==> config.mk <==
export PLATFORM = sky130hd
export DESIGN_NAME = console_cpu_io_register_block
export DESIGN_NICKNAME = d
export VERILOG_FILES = /design/src/rtl/ccio_pkg.sv /design/src/rtl/ccio_datapath.sv /design/src/rtl/ccio_ctrl.sv /design/src/rtl/console_cpu_io_register_block.sv
export SDC_FILE = /design/constraint.sdc
export NUM_CORES = 2
export LEC_CHECK = 0
export BUFFER_PORTS_ARGS = -buffer_cell sky130_fd_sc_hd__buf_2
export CORE_MARGIN = 8
export CORE_UTILIZATION = 45
export CTS_BUF_LIST = sky130_fd_sc_hd__clkbuf_8
export DETAILED_ROUTE_END_ITERATION = 10
export PLACE_DENSITY_LB_ADDON = 0.12
export REMOVE_ABC_BUFFERS = 1
export SETUP_SLACK_MARGIN = 0.05
export SYNTH_ARGS = -nofsm -noshare
export SYNTH_HDL_FRONTEND = slang
export SYNTH_SLANG_ARGS = --single-unit
==> constraint.sdc <==
create_clock -name clk -period 11.4 [get_ports clk]
set_clock_uncertainty 0.15 [all_clocks]
set_input_delay 0.57 -clock clk [delete_from_list [all_inputs] [get_ports clk]]
set_output_delay 0.57 -clock clk [all_outputs]
set_load 0.02 [all_outputs]
==> src/rtl/ccio_pkg.sv <==
// package: shared types and constants of the cpu i/o register block
package ccio_pkg;

  localparam int CHANNELS = 8;
  localparam int CH_W = (CHANNELS > 1) ? $clog2(CHANNELS) : 1;

  localparam logic [16:0] PTR_MASK  = 17'h1ffff;
  localparam logic [15:0] PORT_DATA = 16'h2180;
  localparam logic [15:0] CHAN_BASE = 16'h4300;

  localparam logic [15:0] A_PTR_LO  = 16'h2181;
  localparam logic [15:0] A_PTR_MID = 16'h2182;
  localparam logic [15:0] A_PTR_HI  = 16'h2183;
  localparam logic [15:0] A_IO_PORT = 16'h4201;
  localparam logic [15:0] A_MUL_L   = 16'h4202;
  localparam logic [15:0] A_MUL_R   = 16'h4203;
  localparam logic [15:0] A_DVD_LO  = 16'h4204;
  localparam logic [15:0] A_DVD_HI  = 16'h4205;
  localparam logic [15:0] A_DIVISOR = 16'h4206;
  localparam logic [15:0] A_HT_LO   = 16'h4207;
  localparam logic [15:0] A_HT_HI   = 16'h4208;
  localparam logic [15:0] A_VT_LO   = 16'h4209;
  localparam logic [15:0] A_VT_HI   = 16'h420a;
  localparam logic [15:0] A_DMA_EN  = 16'h420b;
  localparam logic [15:0] A_HDMA_EN = 16'h420c;
  localparam logic [15:0] A_IO_RD   = 16'h4213;
  localparam logic [15:0] A_QUO_LO  = 16'h4214;
  localparam logic [15:0] A_QUO_HI  = 16'h4215;
  localparam logic [15:0] A_PR_LO   = 16'h4216;
  localparam logic [15:0] A_PR_HI   = 16'h4217;

  localparam logic [1:0] REQ_NONE  = 2'd0;
  localparam logic [1:0] REQ_READ  = 2'd1;
  localparam logic [1:0] REQ_WRITE = 2'd2;

  localparam int DIV_STEPS = 16;
  localparam int DCNT_W = $clog2(DIV_STEPS);

  typedef struct packed {
    logic exec;
    logic div_start;
  } ccio_cmd_t;

  typedef struct packed {
    logic needs_div;
    logic div_done;
  } ccio_sts_t;

endpackage

==> src/rtl/ccio_datapath.sv <==
// datapath: register file, pointer, multiplier and serial divider
module ccio_datapath
  import ccio_pkg::*;
(
  input  logic        clk,
  input  logic        rst_n,
  input  ccio_cmd_t   cmd,
  output ccio_sts_t   sts,
  input  logic        opcode,
  input  logic [15:0] address,
  input  logic [7:0]  write_data,
  input  logic [7:0]  open_bus,
  output logic [7:0]  read_data,
  output logic [1:0]  ram_request,
  output logic [16:0] ram_address,
  output logic [7:0]  ram_data,
  output logic        dma_start,
  output logic        counter_latch
);

  logic [16:0] ram_pointer_r;
  logic [7:0]  mul_left_r, mul_right_r, divisor_r, io_port_r;
  logic [15:0] dividend_r, quotient_r, prod_rem_r;
  logic [8:0]  h_target_r, v_target_r;
  logic [7:0]  dma_mask_r, hdma_mask_r;
  logic [7:0]  ch_ctrl_r [CHANNELS], ch_dest_r [CHANNELS], ch_sbank_r [CHANNELS];
  logic [7:0]  ch_ibank_r [CHANNELS], ch_lines_r [CHANNELS], ch_spare_r [CHANNELS];
  logic [15:0] ch_src_r [CHANNELS], ch_size_r [CHANNELS], ch_tbl_r [CHANNELS];

  logic [15:0] dq_r;
  logic [8:0]  drem_r;
  logic [DCNT_W-1:0] dcnt_r;
  logic        dbusy_r;

  logic [2:0]  c3;
  logic [CH_W-1:0] ch;
  logic        chan_hit;
  logic [3:0]  reg_sel;
  logic [7:0]  chan_rd;
  logic [8:0]  trial;
  logic [9:0]  diff;

  assign c3 = address[6:4];
  assign ch = CH_W'(c3);
  assign chan_hit = ((address & 16'hff80) == CHAN_BASE) && ({29'd0, c3} < CHANNELS);
  assign reg_sel = address[3:0];
  assign sts.needs_div = opcode && (address == A_DIVISOR) && (write_data != 8'd0);
  assign sts.div_done = dbusy_r && (dcnt_r == DCNT_W'(DIV_STEPS - 1));

  assign trial = {drem_r[7:0], dq_r[15]};
  assign diff = {1'b0, trial} - {2'b00, divisor_r};

  always_comb begin
    unique case (reg_sel)
      4'h0: chan_rd = ch_ctrl_r[ch];
      4'h1: chan_rd = ch_dest_r[ch];
      4'h2: chan_rd = ch_src_r[ch][7:0];
      4'h3: chan_rd = ch_src_r[ch][15:8];
      4'h4: chan_rd = ch_sbank_r[ch];
      4'h5: chan_rd = ch_size_r[ch][7:0];
      4'h6: chan_rd = ch_size_r[ch][15:8];
      4'h7: chan_rd = ch_ibank_r[ch];
      4'h8: chan_rd = ch_tbl_r[ch][7:0];
      4'h9: chan_rd = ch_tbl_r[ch][15:8];
      4'ha: chan_rd = ch_lines_r[ch];
      4'hb, 4'hf: chan_rd = ch_spare_r[ch];
      default: chan_rd = open_bus;
    endcase
  end

  always_ff @(posedge clk) begin
    if (!rst_n) begin
      ram_pointer_r <= '0; mul_left_r <= '0; mul_right_r <= '0; divisor_r <= '0;
      io_port_r <= '0; dividend_r <= '0; quotient_r <= '0; prod_rem_r <= '0;
      h_target_r <= '0; v_target_r <= '0; dma_mask_r <= '0; hdma_mask_r <= '0;
      for (int i = 0; i < CHANNELS; i++) begin
        ch_ctrl_r[i] <= '0; ch_dest_r[i] <= '0; ch_sbank_r[i] <= '0;
        ch_ibank_r[i] <= '0; ch_lines_r[i] <= '0; ch_spare_r[i] <= '0;
        ch_src_r[i] <= '0; ch_size_r[i] <= '0; ch_tbl_r[i] <= '0;
      end
      dbusy_r <= 1'b0; dcnt_r <= '0;
      read_data <= '0; ram_request <= REQ_NONE; ram_address <= '0; ram_data <= '0;
      dma_start <= 1'b0; counter_latch <= 1'b0;
    end else begin
      if (cmd.div_start) begin
        dbusy_r <= 1'b1;
        dcnt_r <= '0;
        dq_r <= dividend_r;
        drem_r <= '0;
      end else if (dbusy_r) begin
        if (!diff[9]) begin
          drem_r <= diff[8:0];
          dq_r <= {dq_r[14:0], 1'b1};
        end else begin
          drem_r <= trial;
          dq_r <= {dq_r[14:0], 1'b0};
        end
        dcnt_r <= dcnt_r + 1'b1;
        if (sts.div_done) begin
          dbusy_r <= 1'b0;
          quotient_r <= {dq_r[14:0], ~diff[9]};
          prod_rem_r <= diff[9] ? {7'd0, trial} : {7'd0, diff[8:0]};
        end
      end
      if (cmd.exec) begin
        read_data <= '0; ram_request <= REQ_NONE; ram_address <= '0; ram_data <= '0;
        dma_start <= 1'b0; counter_latch <= 1'b0;
        if (address == PORT_DATA) begin
          ram_request <= opcode ? REQ_WRITE : REQ_READ;
          ram_address <= ram_pointer_r;
          ram_data <= opcode ? write_data : 8'd0;
          ram_pointer_r <= (ram_pointer_r + 17'd1) & PTR_MASK;
        end else if (!opcode) begin
          priority if (address == A_IO_RD) read_data <= io_port_r;
          else if (address == A_QUO_LO) read_data <= quotient_r[7:0];
          else if (address == A_QUO_HI) read_data <= quotient_r[15:8];
          else if (address == A_PR_LO) read_data <= prod_rem_r[7:0];
          else if (address == A_PR_HI) read_data <= prod_rem_r[15:8];
          else if (chan_hit) read_data <= chan_rd;
          else read_data <= open_bus;
        end else begin
          priority case (address)
            A_PTR_LO:  ram_pointer_r[7:0] <= write_data;
            A_PTR_MID: ram_pointer_r[15:8] <= write_data;
            A_PTR_HI:  ram_pointer_r[16] <= write_data[0];
            A_IO_PORT: begin
              counter_latch <= io_port_r[7] && !write_data[7];
              io_port_r <= write_data;
            end
            A_MUL_L: mul_left_r <= write_data;
            A_MUL_R: begin
              mul_right_r <= write_data;
              prod_rem_r <= mul_left_r * write_data;
            end
            A_DVD_LO: dividend_r[7:0] <= write_data;
            A_DVD_HI: dividend_r[15:8] <= write_data;
            A_DIVISOR: begin
              divisor_r <= write_data;
              if (write_data == 8'd0) begin
                quotient_r <= 16'hffff;
                prod_rem_r <= dividend_r;
              end
            end
            A_HT_LO: h_target_r[7:0] <= write_data;
            A_HT_HI: h_target_r[8] <= write_data[0];
            A_VT_LO: v_target_r[7:0] <= write_data;
            A_VT_HI: v_target_r[8] <= write_data[0];
            A_DMA_EN: begin
              dma_mask_r <= write_data;
              dma_start <= write_data != 8'd0;
            end
            A_HDMA_EN: hdma_mask_r <= write_data;
            default: begin
              if (chan_hit) begin
                unique case (reg_sel)
                  4'h0: ch_ctrl_r[ch] <= write_data;
                  4'h1: ch_dest_r[ch] <= write_data;
                  4'h2: ch_src_r[ch][7:0] <= write_data;
                  4'h3: ch_src_r[ch][15:8] <= write_data;
                  4'h4: ch_sbank_r[ch] <= write_data;
                  4'h5: ch_size_r[ch][7:0] <= write_data;
                  4'h6: ch_size_r[ch][15:8] <= write_data;
                  4'h7: ch_ibank_r[ch] <= write_data;
                  4'h8: ch_tbl_r[ch][7:0] <= write_data;
                  4'h9: ch_tbl_r[ch][15:8] <= write_data;
                  4'ha: ch_lines_r[ch] <= write_data;
                  4'hb, 4'hf: ch_spare_r[ch] <= write_data;
                  default: ;
                endcase
              end
            end
          endcase
        end
      end
    end
  end

endmodule

==> src/rtl/ccio_ctrl.sv <==
// controller: accept, divide wait and output handshake
module ccio_ctrl
  import ccio_pkg::*;
(
  input  logic      clk,
  input  logic      rst_n,
  input  logic      in_valid,
  output logic      in_stall,
  output logic      out_valid,
  input  logic      out_stall,
  input  ccio_sts_t sts,
  output ccio_cmd_t cmd
);

  typedef enum logic [1:0] {S_IDLE, S_DIV, S_OUT} state_t;
  state_t state_r;

  logic take;
  assign in_stall = (state_r != S_IDLE);
  assign take = in_valid && !in_stall;
  assign cmd.exec = take;
  assign cmd.div_start = take && sts.needs_div;
  assign out_valid = (state_r == S_OUT);

  always_ff @(posedge clk) begin
    if (!rst_n) begin
      state_r <= S_IDLE;
    end else begin
      unique case (state_r)
        S_IDLE: if (take) state_r <= sts.needs_div ? S_DIV : S_OUT;
        S_DIV:  if (sts.div_done) state_r <= S_OUT;
        S_OUT:  if (!out_stall) state_r <= S_IDLE;
        default: state_r <= S_IDLE;
      endcase
    end
  end

endmodule

==> src/rtl/console_cpu_io_register_block.sv <==
// top level: cpu i/o register block
// One bus access per word. The result is offered the cycle after the word is accepted or, for a
// write of a nonzero byte to the divisor register, once the one-bit-per-cycle restoring divider
// has finished. The next word is accepted the cycle after the result is taken. No pass after
// reset is needed.
module console_cpu_io_register_block
  import ccio_pkg::*;
(
  input  logic        clk,
  input  logic        rst_n,
  input  logic        in_valid,
  output logic        in_stall,
  input  logic        in_opcode,
  input  logic [15:0] in_address,
  input  logic [7:0]  in_write_data,
  input  logic [7:0]  in_open_bus,
  output logic        out_valid,
  input  logic        out_stall,
  output logic [7:0]  out_read_data,
  output logic [1:0]  out_ram_request,
  output logic [16:0] out_ram_address,
  output logic [7:0]  out_ram_data,
  output logic        out_dma_start,
  output logic        out_counter_latch
);

  ccio_cmd_t cmd;
  ccio_sts_t sts;

  ccio_ctrl u_ctrl (
    .clk(clk), .rst_n(rst_n), .in_valid(in_valid), .in_stall(in_stall),
    .out_valid(out_valid), .out_stall(out_stall), .sts(sts), .cmd(cmd)
  );

  ccio_datapath u_dp (
    .clk(clk), .rst_n(rst_n), .cmd(cmd), .sts(sts),
    .opcode(in_opcode), .address(in_address), .write_data(in_write_data),
    .open_bus(in_open_bus), .read_data(out_read_data), .ram_request(out_ram_request),
    .ram_address(out_ram_address), .ram_data(out_ram_data),
    .dma_start(out_dma_start), .counter_latch(out_counter_latch)
  );

  a_no_accept_busy: assert property (@(posedge clk) disable iff (!rst_n)
    out_valid |-> in_stall) else $error("input accepted while result pending");
  a_div_ends: assert property (@(posedge clk) disable iff (!rst_n)
    sts.div_done |=> out_valid) else $error("divide done without result");
  a_req_code: assert property (@(posedge clk) disable iff (!rst_n)
    out_valid |-> out_ram_request != 2'd3) else $error("bad ram request code");

endmodule

# After elaboration in Yosys (flattened, before gate mapping)
# Memory sizes are Yosys's and may differ from the RTL's.
# Index checks and enable logic that the tools add are counted.
[word_totals] ff_bits=157 ram_bits=768 in_bits=37 output_inout_bits=39 n_memories=9
[mem_list] memory="u_dp.ch_size_r" words=8 width=16 rd=1 rd_clocked_by_memory_dff=0 wr=8 line="ccio_datapath.sv:28" rtl="logic [15:0] ch_src_r [CHANNELS], ch_size_r [CHANNELS], ch_tbl_r [CHANNELS];"
[mem_list] memory="u_dp.ch_src_r" words=8 width=16 rd=1 rd_clocked_by_memory_dff=0 wr=8 line="ccio_datapath.sv:28"
[mem_list] memory="u_dp.ch_tbl_r" words=8 width=16 rd=1 rd_clocked_by_memory_dff=0 wr=8 line="ccio_datapath.sv:28"
[mem_list] memory="u_dp.ch_ctrl_r" words=8 width=8 rd=1 rd_clocked_by_memory_dff=0 wr=8 line="ccio_datapath.sv:26" rtl="logic [7:0] ch_ctrl_r [CHANNELS], ch_dest_r [CHANNELS], ch_sbank_r [CHANNELS];"
[mem_list] memory="u_dp.ch_dest_r" words=8 width=8 rd=1 rd_clocked_by_memory_dff=0 wr=8 line="ccio_datapath.sv:26"
[mem_list] memory="u_dp.ch_ibank_r" words=8 width=8 rd=1 rd_clocked_by_memory_dff=0 wr=8 line="ccio_datapath.sv:27" rtl="logic [7:0] ch_ibank_r [CHANNELS], ch_lines_r [CHANNELS], ch_spare_r [CHANNELS];"
[mem_list] memory="+3 memories"
[classes] n_addsub=3 mul=1 eq_ne=40 mux=179 bitwise=3 reduce_logical=40
[op_table] operator="two-way mux 16 bit" n=20
[op_table] operator="equality test 16 x 15 -> 1 bit (second input constant)" n=17
[op_table] operator="two-way mux 8 bit" n=20
[op_table] operator="two-way mux 1 bit" n=114
[op_table] operator="one-hot mux 8 bit (12 select lines)" n=1
[op_table] operator="equality test 16 x 14 -> 1 bit (second input constant)" n=4
[op_table] operator="two-way mux 17 bit" n=3
[op_table] operator="OR reduction 16 bit" n=3
[op_table] operator="OR reduction 8 bit" n=6
[op_table] operator="one-hot mux 16 bit (2 select lines)" n=1
[op_table] operator="two-way mux 3 bit" n=9
[op_table] operator="equality test 4 bit (second input constant)" n=6
[op_table] operator="AND reduction 4 bit" n=5
[op_table] operator="two-way mux 2 bit" n=9
[op_table] operator="adder 17 x 1 -> 17 bit (second input constant)" n=1
[op_table] operator="equality test 4 x 3 -> 1 bit (second input constant)" n=4
[op_table] operator="multiplier 8 x 8 -> 16 bit" n=1
[op_table] operator="OR reduction 15 bit" n=1
[op_table] operator="AND reduction 3 bit" n=4
[op_table] operator="nonzero test 2 bit" n=6
[op_table] operator="subtractor 9 x 8 -> 10 bit" n=1
[op_table] operator="equality test 9 x 8 -> 1 bit (second input constant)" n=1
[op_table] operator="two-way mux 9 bit" n=1
[op_table] operator="equality test 4 x 2 -> 1 bit (second input constant)" n=2
[op_table] operator="other kinds (16)" n=26

# Depth between registers and ports, before layout
[depth] word_depth=12 mapped_depth=19 ltp_nobuf=17

# Cells and area by module
# From an unflattened synthesis, not the netlist that was laid out.
[unflattened] hier_cells=3667 hier_area_um2=45329.7
[modules_own_cells] mod="ccio_datapath" n_inst=1 cells_per_inst=3652 area_per_inst_um2=45195.8
[modules_own_cells] mod="ccio_ctrl" n_inst=1 cells_per_inst=15 area_per_inst_um2=133.9

# Least setup slack after synthesis
# OpenSTA, ideal clock, no wires.
[synth_path] path_kind="input port to flip-flop" from="input in_write_data[7]" to="register u_dp.prod_rem_r[15]" arrival_ps=4619 required_time_ps=11170 setup_slack_ps=6552 stages=17 path_buffers=2 path_cell_list="clkbuf_1 clkbuf_1 and2_1 fa_1 fa_1 fa_1 inv_1 fa_1 inv_1 ha_1 or2_2 a21oi_1 a211oi_1 o31ai_1 xnor2_1 a21oi_1 nor3b_1"
[synth_via] elab_chain_len=9 elab_cells_between_ends=11 classes_between="mul (1); mux (6); reduce/logical (4)"
[synth_lines] element="start, declared" line="console_cpu_io_register_block.sv:15" rtl="input logic [7:0] in_write_data,"
[synth_lines] element="branches (longest 8 deep; another with multiplier 8 x 8 -> 16 bit)"
[synth_lines] element="two-way mux 16 bit (*)" line="ccio_datapath.sv:105" rtl="if (cmd.exec) begin"
[synth_lines] element="end signal, assigned" line="ccio_datapath.sv:102" rtl="prod_rem_r <= diff[9] ? {7'd0, trial} : {7'd0, diff[8:0]};"
[synth_lines] element="end signal, assigned" line="ccio_datapath.sv:133" rtl="prod_rem_r <= mul_left_r * write_data;"
[synth_lines] element="end signal, assigned" line="ccio_datapath.sv:141" rtl="prod_rem_r <= dividend_r;"
[synth_lines] element="end, declared" line="ccio_datapath.sv:23" rtl="logic [15:0] dividend_r, quotient_r, prod_rem_r;"
# Every way passes the cells marked *.
# A chain may end at the register's enable or synchronous reset.

# Worst setup path after layout
[layout_path] from="input in_write_data[2]" to="register u_dp.prod_rem_r[15]"
# Same word-level chain as after synthesis.

==> run_summary.xml <==
<?xml version="1.0" encoding="UTF-8"?>
<metrics>
  <group name="cts">
    <metric name="clock_tree_from_tritoncts" unit="">built</metric>
    <metric name="post_cts_resize_count" unit="">0</metric>
    <metric name="post_cts_hold_buffer_count" unit="">7</metric>
    <metric name="cts_made_buffers" unit="">158</metric>
    <metric name="clock_tree.htree_level_count" unit="">4</metric>
    <metric name="clkSinkCount" unit="">925</metric>
    <metric name="cts.clk_slew.worst_paths" unit="ns">0.06</metric>
    <metric name="post_cts_buffers" unit="">0</metric>
    <metric name="cts_buffer_depth" unit="">3</metric>
    <metric name="clockRootBuffer" unit="">sky130_fd_sc_hd__clkbuf_8</metric>
    <metric name="clk_latency" unit="ns">0.84</metric>
  </group>
  <group name="setup_path">
    <metric name="timing.critical_path.fanout_max" unit="">64</metric>
    <metric name="critPathArrivalTime" unit="ns">5.67</metric>
    <metric name="setup.worst_path.start_class" unit="">input pin</metric>
    <metric name="crit_path_end_kind" unit="">register</metric>
    <metric name="r2r-start" unit="">u_dp.mul_left_r[4]</metric>
    <metric name="r2r_slack" unit="ns">6.84</metric>
    <metric name="timing.reg2reg.worst_path_depth" unit="">15</metric>
    <metric name="critical_path_required" unit="ns">12.01</metric>
    <metric name="timing.rr.end" unit="">u_dp.prod_rem_r[15]</metric>
    <metric name="worstSetupEndpoint" unit="">u_dp.prod_rem_r[15]</metric>
    <metric name="cp_class" unit="">input pin to register</metric>
    <metric name="setup.worst_path.start" unit="">in_write_data[2]</metric>
  </group>
  <group name="timing">
    <metric name="final.period_utilization" unit="%">44.3</metric>
    <metric name="timing.slew.headroom" unit="%">19.2</metric>
    <metric name="final.hold.worst_slack" unit="ns">0.101</metric>
    <metric name="report.final.setup_viol" unit="">0</metric>
    <metric name="hold_violations" unit="">0</metric>
    <metric name="maxSlewViolCount" unit="">0</metric>
    <metric name="final.setup.tns" unit="ns">0</metric>
    <metric name="finalWorstPathRequiredPeriod" unit="ns">5.05</metric>
    <metric name="worst-slew-pin-transition" unit="ns">1.21</metric>
    <metric name="fin_ws" unit="ns">6.35</metric>
    <metric name="setup_repair_after_global_routing_missed_its_margin" unit="">false</metric>
    <metric name="max_freq" unit="MHz">198</metric>
  </group>
  <group name="power_and_ir_drop">
    <metric name="total_switching_power" unit="uW">1780</metric>
    <metric name="intPower" unit="uW">5320</metric>
    <metric name="clock_power_share" unit="%">39.7</metric>
    <metric name="power-per-cell-area" unit="mW/mm2">142</metric>
    <metric name="p_leak" unit="uW">0.0206</metric>
    <metric name="totalPowerFinal" unit="uW">7100</metric>
    <metric name="seq_power_share" unit="%">53.3</metric>
    <metric name="share_of_total_power_in_combinational_logic" unit="%">7.0</metric>
    <metric name="switching_share" unit="%">25.1</metric>
    <metric name="ir_worst_vdd" unit="uV">100</metric>
  </group>
  <group name="status">
    <metric name="outcome" unit="">finished, final reports clean</metric>
  </group>
  <group name="drt">
    <metric name="drt_iter0_markers" unit="">3849</metric>
    <metric name="drt-wirelength-per-cell" unit="um">28.0</metric>
    <metric name="final_antenna_net_count" unit="">0</metric>
    <metric name="post_drt_via_cell_ratio" unit="">6.12</metric>
    <metric name="wirelength" unit="um">147000</metric>
    <metric name="total_via_count_in_the_routed_design" unit="">32200</metric>
    <metric name="drc" unit="">0</metric>
    <metric name="first_pass_iters" unit="">6</metric>
  </group>
  <group name="placement">
    <metric name="dp_slack" unit="ns">5.47</metric>
    <metric name="portbufs" unit="">75</metric>
    <metric name="gpl.final_weighted_congestion" unit="">0.939</metric>
    <metric name="hpwl" unit="um">90600</metric>
  </group>
  <group name="die">
    <metric name="start_util" unit="%">45.1</metric>
    <metric name="num_rows" unit="">117</metric>
    <metric name="die-width" unit="um">335</metric>
    <metric name="dieArea" unit="mm2">0.112</metric>
    <metric name="io_pins" unit="">76</metric>
    <metric name="core_area" unit="mm2">0.101</metric>
    <metric name="die_height" unit="um">335</metric>
  </group>
  <group name="layout">
    <metric name="drive_gt1_share" unit="%">14.0</metric>
    <metric name="fillCellCount" unit="">9027</metric>
    <metric name="fin_nets" unit="">3886</metric>
    <metric name="areaGrowthSynthToFinish" unit="%">9.29</metric>
    <metric name="most_common_cell_after_layout_fill_and_taps_aside" unit="">sky130_fd_sc_hd__edfxtp_1</metric>
    <metric name="utilization" unit="%">49.3</metric>
    <metric name="layout.cells.most_common_list" unit="">sky130_fd_sc_hd__edfxtp_1, sky130_fd_sc_hd__and3_1, sky130_fd_sc_hd__nand2_1, sky130_fd_sc_hd__nor2_1, sky130_fd_sc_hd__clkbuf_8</metric>
  </group>
  <group name="synth">
    <metric name="yosys.cell_types.count" unit="">82</metric>
    <metric name="ys_async_sr_fraction" unit="%">0</metric>
    <metric name="synth-warning-count" unit="">0</metric>
    <metric name="synth-seq-cells" unit="">925</metric>
    <metric name="synth_edf_count" unit="">792</metric>
    <metric name="syn_avg_cell_area" unit="um2">11.9</metric>
    <metric name="postSynthCellCount" unit="">3838</metric>
    <metric name="ys_dominant_reg_cell" unit="">sky130_fd_sc_hd__edfxtp_1</metric>
    <metric name="synth.yosys.seq_area_share" unit="%">57.8</metric>
    <metric name="syn_area" unit="mm2">0.0457</metric>
  </group>
  <group name="min_path">
    <metric name="class_of_the_worst_hold_path" unit="">input pin to register</metric>
  </group>
  <group name="global_route">
    <metric name="first_global_vias" unit="">31100</metric>
    <metric name="grt_pass1_wl" unit="um">215000</metric>
    <metric name="global_route.overflow_total" unit="">0</metric>
    <metric name="grt_max_degree" unit="">107</metric>
    <metric name="globalRouteTotalUtil" unit="%">25.6</metric>
    <metric name="grt_antenna_before_repair" unit="">2</metric>
  </group>
  <group name="job">
    <metric name="max_cap_viol_count" unit="">0</metric>
  </group>
</metrics>
[cell usage after synthesis (18+ instances only)]
| cell | number | area share [%] |
|---|---|---|
| sky130_fd_sc_hd__edfxtp_1 | 792 | 52 |
| sky130_fd_sc_hd__and3_1 | 595 | 8.1 |
| sky130_fd_sc_hd__nand2_1 | 431 | 3.5 |
| sky130_fd_sc_hd__clkbuf_1 | 315 | 2.6 |
| sky130_fd_sc_hd__nor2_1 | 279 | 2.3 |
| sky130_fd_sc_hd__mux2i_1 | 167 | 3.7 |
| sky130_fd_sc_hd__a21oi_1 | 134 | 1.5 |
| sky130_fd_sc_hd__dfxtp_1 | 133 | 5.8 |
| sky130_fd_sc_hd__mux4_2 | 124 | 6.1 |
| sky130_fd_sc_hd__nand3_1 | 66 | 0.72 |
| sky130_fd_sc_hd__o21ai_0 | 66 | 0.72 |
| sky130_fd_sc_hd__inv_1 | 64 | 0.53 |
| sky130_fd_sc_hd__and2_1 | 56 | 0.77 |
| sky130_fd_sc_hd__nor3_1 | 53 | 0.58 |
| sky130_fd_sc_hd__a22oi_1 | 52 | 0.85 |
| sky130_fd_sc_hd__ha_1 | 46 | 1.3 |
| sky130_fd_sc_hd__buf_2 | 43 | 0.47 |
| sky130_fd_sc_hd__fa_1 | 37 | 1.6 |
| sky130_fd_sc_hd__a31oi_1 | 32 | 0.44 |
| sky130_fd_sc_hd__nand4_1 | 25 | 0.34 |
| sky130_fd_sc_hd__o22ai_1 | 19 | 0.26 |
| sky130_fd_sc_hd__mux2_2 | 18 | 0.44 |
[how the worst min path moves through the flow]
stage                       from                  to  slack (ns)  cells after the start
2_1_floorplan  u_dp.io_port_r[6]   u_dp.read_data[6]        0.30                      2
3_3_place_gp    u_dp.ram_data[2]    u_dp.ram_data[2]        0.28                      2
3_5_place_dp    u_dp.ram_data[3]    u_dp.ram_data[3]        0.29                      2
4_1_cts         in_write_data[6]  u_dp.mul_left_r[6]        0.04                      3
5_1_grt         in_write_data[6]  u_dp.mul_left_r[6]        0.08                      3
6_report        in_write_data[0]  u_dp.mul_left_r[0]        0.10                      3
[power groups by stage]
stage	logic [uW]	registers (uW)	clock network, uW
5_1_grt	518	3790	3000
3_5_place_dp	492	3860	0
3_3_place_gp	492	3850	0
6_report	497	3790	2820
2_1_floorplan	218	3840	0
4_1_cts	495	3790	2870
[sequential cells by signal, summed over array words and instances, names as in the netlist, 16 cells and up]
register,cells
u_dp.dividend_r,16
u_dp.ram_pointer_r,17
u_dp.ch_lines_r,64
u_dp.ch_ctrl_r,64
u_dp.dq_r,16
u_dp.ch_sbank_r,64
u_dp.ch_dest_r,64
u_dp.ram_address,17
u_dp.quotient_r,16
u_dp.ch_ibank_r,64
u_dp.ch_spare_r,64
u_dp.ch_src_r,128
u_dp.ch_tbl_r,128
u_dp.prod_rem_r,16
u_dp.ch_size_r,128
[cell type report]
class	instances	area (um2)	share of cell area [%]
timing repair buffer	163	1120	2.25
sequential	925	26400	52.9
multi-input combinational	2451	17500	35.1
antenna	7	17.5	0.0351
clock buffer	172	2370	4.74
tap	1368	1710	3.43
clock inverter	102	503	1.01
inverter	67	258	0.516
[stage by stage]
stage               instances  area, um2
finish                   5255      50000
global route             5249      50000
CTS                      5248      50000
detailed placement       4967      47000
global placement         4967      47000
floorplan                3443      44000
[worst max-delay path, stage by stage]
cell and delay (ns):
sky130_fd_sc_hd__buf_4 0.51, sky130_fd_sc_hd__buf_4 0.72, sky130_fd_sc_hd__and2_1 0.26, sky130_fd_sc_hd__fa_1 0.42
sky130_fd_sc_hd__fa_1 0.50, sky130_fd_sc_hd__fa_1 0.50, sky130_fd_sc_hd__inv_1 0.05, sky130_fd_sc_hd__fa_1 0.47
sky130_fd_sc_hd__inv_1 0.04, sky130_fd_sc_hd__ha_1 0.30, sky130_fd_sc_hd__or2_2 0.30, sky130_fd_sc_hd__a21oi_1 0.19
sky130_fd_sc_hd__a211oi_1 0.09, sky130_fd_sc_hd__o31ai_1 0.31, sky130_fd_sc_hd__xnor2_1 0.15, sky130_fd_sc_hd__a21oi_1 0.08
sky130_fd_sc_hd__nor3b_1 0.18
[per-layer routing]
metal | wire length (um) | vias to the layer above | global-route usage [%] | share of wire (%)
met1 | 61700 | 16300 | 35.0 | 42
met4 | 5710 | 0 | 9.96 | 3.9
met5 | 0 | - | 0 | 0
met3 | 11200 | 271 | 4.45 | 7.6
li1 | - | 14100 | - | -
met2 | 68700 | 1429 | 40.9 | 47
[cells by family after synthesis]
kind of cell	share of synthesized area (%)
AND/OR/NAND/NOR	17.8
multiplexers	10.8
AO/OA/AOI/OAI	6.13
adder cells (fa/ha/maj)	2.88
XOR/XNOR	0.326
buffers and inverters	4.22
flip-flops	57.8
(Power assumes the default switching activity.)
